===== src/rtl/core/slmp_square.sv =====
`timescale 1ns / 1ps
// ============================================================================
// slmp_square
// Magnitude of each part and its registered square.
// ============================================================================
module slmp_square #(
    parameter int COEFF_BITS = 32
) (
    input  logic                          i_clk,
    input  logic                          i_en,
    input  logic signed [COEFF_BITS-1:0]  i_re,
    input  logic signed [COEFF_BITS-1:0]  i_im,
    output logic [2*COEFF_BITS-1:0]       o_sq_re,
    output logic [2*COEFF_BITS-1:0]       o_sq_im
);
    logic [COEFF_BITS-1:0]   n_abs_re;
    logic [COEFF_BITS-1:0]   n_abs_im;
    logic [2*COEFF_BITS-1:0] r_sq_re;
    logic [2*COEFF_BITS-1:0] r_sq_im;

    // The most negative value maps to 2^(COEFF_BITS-1), which still fits unsigned.
    assign n_abs_re = i_re[COEFF_BITS-1] ? (~i_re + 1'b1) : i_re;
    assign n_abs_im = i_im[COEFF_BITS-1] ? (~i_im + 1'b1) : i_im;

    always_ff @(posedge i_clk) begin
        if (i_en) begin
            r_sq_re <= {{COEFF_BITS{1'b0}}, n_abs_re} * {{COEFF_BITS{1'b0}}, n_abs_re};
            r_sq_im <= {{COEFF_BITS{1'b0}}, n_abs_im} * {{COEFF_BITS{1'b0}}, n_abs_im};
        end
    end

    assign o_sq_re = r_sq_re;
    assign o_sq_im = r_sq_im;
endmodule


===== config.mk =====
export PLATFORM = sky130hd
export DESIGN_NAME = slmp_square
export DESIGN_NICKNAME = d
export VERILOG_FILES = /design/src/rtl/core/slmp_square.sv
export SDC_FILE = /design/constraint.sdc
export NUM_CORES = 2
export LEC_CHECK = 0
export BUFFER_PORTS_ARGS = -buffer_cell sky130_fd_sc_hd__buf_2
export CORE_ASPECT_RATIO = 1.4
export CORE_MARGIN = 10
export CORE_UTILIZATION = 30
export CTS_BUF_LIST = sky130_fd_sc_hd__clkbuf_16
export DETAILED_ROUTE_END_ITERATION = 12
export PLACE_DENSITY = 0.49
export SLEW_MARGIN = 20
export SYNTH_ARGS = -nofsm -noshare
export SYNTH_HDL_FRONTEND = slang
export SYNTH_SLANG_ARGS = --single-unit

===== constraint.sdc =====
create_clock -name i_clk -period 25.8 [get_ports i_clk]
set_input_delay 1.29 -clock i_clk [delete_from_list [all_inputs] [get_ports i_clk]]
set_output_delay 1.29 -clock i_clk [all_outputs]
set_load 0.01 [all_outputs]

==> impl_results.md <==
* Post-DP Area at 0.0671 mm^2
* Seq cells post-synth at 126
* Sequential element share of the synthesized area at 0.0608
* Max-slew headroom at 0.167
* Max Transition Viols Final at 0
* Area Growth Syn to Fin at 8.75%
* Share of cells above drive strength 1 at 0.0587
* Initial antenna violation count at 12
* DR vias/cell at 4.73
* Post-CTS Resized at 0
* CTS Buffer Depth at 2
* Synth top area share at 0.512
* Worst setup SP type: input pin
* Crit path top cell by count: fa_1
* Mean Syn Cell Area at 9.40 um^2
* DRC at 0
* Multi-input gate area at 0.0507 mm^2
* Hold_sp: i_im[0]
* WL final at 206 mm
* Sequential Area at 0.00378 mm^2
* Outcome: finished, final reports clean
* Largest net degree at the start of global routing at 71
* Port bufs at 191
* Ys async rst share at 0
* Cts bufs inserted at 17
* Slowest cell on the critical path: o41ai_1
* Worst setup EP type: flip-flop
* Warnings from Yosys at 0
* First drt pass iteration count at 5
* Cell Area, Synth at 0.0622 mm^2
* Die Ht at 559 um
* Max cap viols at 0
* Setup TNS at 0 ps
* Nets@finish at 8995
* Wire per inst at 21.7 um
* Crit share post-route at 0.490
* WHS Path Cells at 2
* Hold buffers post-CTS at 0
* Fillers at 21700
* Tot GR Track Use at 0.185
* Minimum clock period at 12640 ps
* Die footprint at 0.226 mm^2
* Grt ovf at 0
* CP Max Fanout at 21
* Unrepaired setup endpoints after global routing: false
* CTS clk-pin slew, worst paths at 60 ps
* Yosys cell types at 76
* Vias in the first global route at 51300
* Fmax at 79.1 MHz
* Worst EP required at 26070 ps
* Worst EP arrival at 12900 ps
* CTS H-tree depth at 4
* CTS tree: done
* Die width at 405 um
* EDFF count, synth at 126
* Mapped Cells at 6619
* Slew at the pin with the worst max-slew slack at 1240 ps
* Buffer count from post-CTS setup fixing at 0
* Placer's final routability congestion estimate at 0.927
* Row cnt at 197
* Post-DP HPWL at 169 mm
* Core Util, Final at 0.328
* DRT iter0 DRCs at 2563
* Final Hold Fails at 0
* ANT nets after route at 0
* Core Area at 0.206 mm^2
* Worst Hold End: o_sq_im[0]
* Min-Delay Path Class: in -> reg
* Setup CP Type: in -> reg
* Final count of negative-setup-slack endpoints at 0
* Final instance area at 0.0677 mm^2
* Clock Sinks at 126
* Yosys top cell by area: fa_1
* Initial Util at 0.302
* I/O pin count at 194
* Via count at 44800
* First-pass GRT wire length at 312 mm
* Synth Flop Type: edfxtp_1
* CP peak stage delay at 760 ps
* Clk root buf: clkbuf_16
* Ranking of synthesized cells by area: fa_1 (51%), inv_1 (12%), ha_1 (11%)
-- synthesized netlist by cell type (5+ instances only) --
cell type  count
inv_1       1978
o41ai_1       11
o221ai_1       6
nand2_1      592
o31ai_1       23
clkbuf_1     195
nand4_1       37
ha_1         569
a31o_2         9
o21a_1        12
o211ai_1      10
buf_1         12
or2_2          7
nand3_1       40
buf_2          7
o21ai_0       87
nor2b_1        8
nand2b_1       9
nor4_1        10
xor2_1       100
or3_1         15
and3_1        13
clkinv_1      13
a21o_1        91
a211oi_1       6
and2_1        11
or4_1         12
a31oi_1       11
edfxtp_1     126
a311oi_1       5
a21oi_1      165
xnor2_1      141
o31a_1         6
nor3_1        27
o21bai_1      34
nor2_1       556
fa_1        1590
-- cell type report --
type                       instances  area share
multi-input combinational       4332       0.749
inverter                        1994       0.111
sequential                       126      0.0559
tap                             2686      0.0497
timing repair buffer             299      0.0263
clock buffer                      17     0.00629
clock inverter                    15     0.00242
antenna                            6    0.000222
-- state kept, by name (all words and copies together) (netlist names) --
signal and flops:
o_sq_im 63, o_sq_re 63
-- how the worst max path moves through the flow --
stage | end | from | slack [ps] | depth (start not counted)
2_1_floorplan | o_sq_re[63] | i_re[0] | 14750 | 35
3_3_place_gp | o_sq_re[63] | i_re[0] | 12510 | 28
3_5_place_dp | o_sq_im[61] | i_im[0] | 12670 | 32
4_1_cts | o_sq_im[61] | i_im[0] | 13200 | 32
5_1_grt | o_sq_im[61] | i_im[8] | 12610 | 28
6_report | o_sq_im[61] | i_im[0] | 13160 | 30
-- critical path, delay by kind of cell --
kind | cells | cell delay [ps]
XOR/XNOR | 2 | 290
adder cells (fa/ha/maj) | 10 | 4670
AND/OR/NAND/NOR | 4 | 1480
AO/OA/AOI/OAI | 7 | 3060
buffers and inverters | 7 | 2040
-- kinds of logic after synthesis --
family,Yosys count,synth area share
AOI/OAI and AO/OA,516,0.0536
xor gates and xnor gates,242,0.0344
adders and majority gates,2159,0.626
and+or+nand+nor,1356,0.0902
buffers and inverters,2211,0.134
muxes,7,0.00121
DFF,126,0.0608
other,2,0.000121
-- stage by stage --
| stage | cells | worst slack [ps] | hold slack, ps |
|---|---|---|---|
| after global routing | 9472 | 12610 | 1280 |
| after CTS | 9469 | 13200 | 1260 |
| after detailed placement | 9437 | 12670 | 1710 |
| final | 9475 | 13160 | 1300 |
| after floorplan | 6669 | 14750 | 1390 |
| after global placement | 9435 | 12510 | 1710 |
-- per-layer routing --
metal,part of all wire,GRT usage,vias up
met5,0,0,-
met4,0.051,0.0840,0
met3,0.054,0.0292,360
met2,0.52,0.331,1281
met1,0.38,0.216,23600
li1,-,-,19600
-- cells in the final DEF (no fill, tap or decap), types with 15 or more instances in the layout --
cell	n
or3_1	15
nor2_1	556
ha_1	569
xnor2_1	123
a21o_1	91
clkinv_1	15
xor2_1	91
o31ai_1	22
edfxtp_1	126
nand2_1	592
clkbuf_16	17
buf_2	190
nor3_1	27
nand4_1	37
inv_1	1976
o21bai_1	34
a21oi_1	165
buf_4	107
nand3_1	40
conb_1	52
o21ai_0	87
fa_1	1590
Power is left out: the tool's default activity adds up to more than one toggle a clock period on the data nets, which glitch-free logic cannot reach.
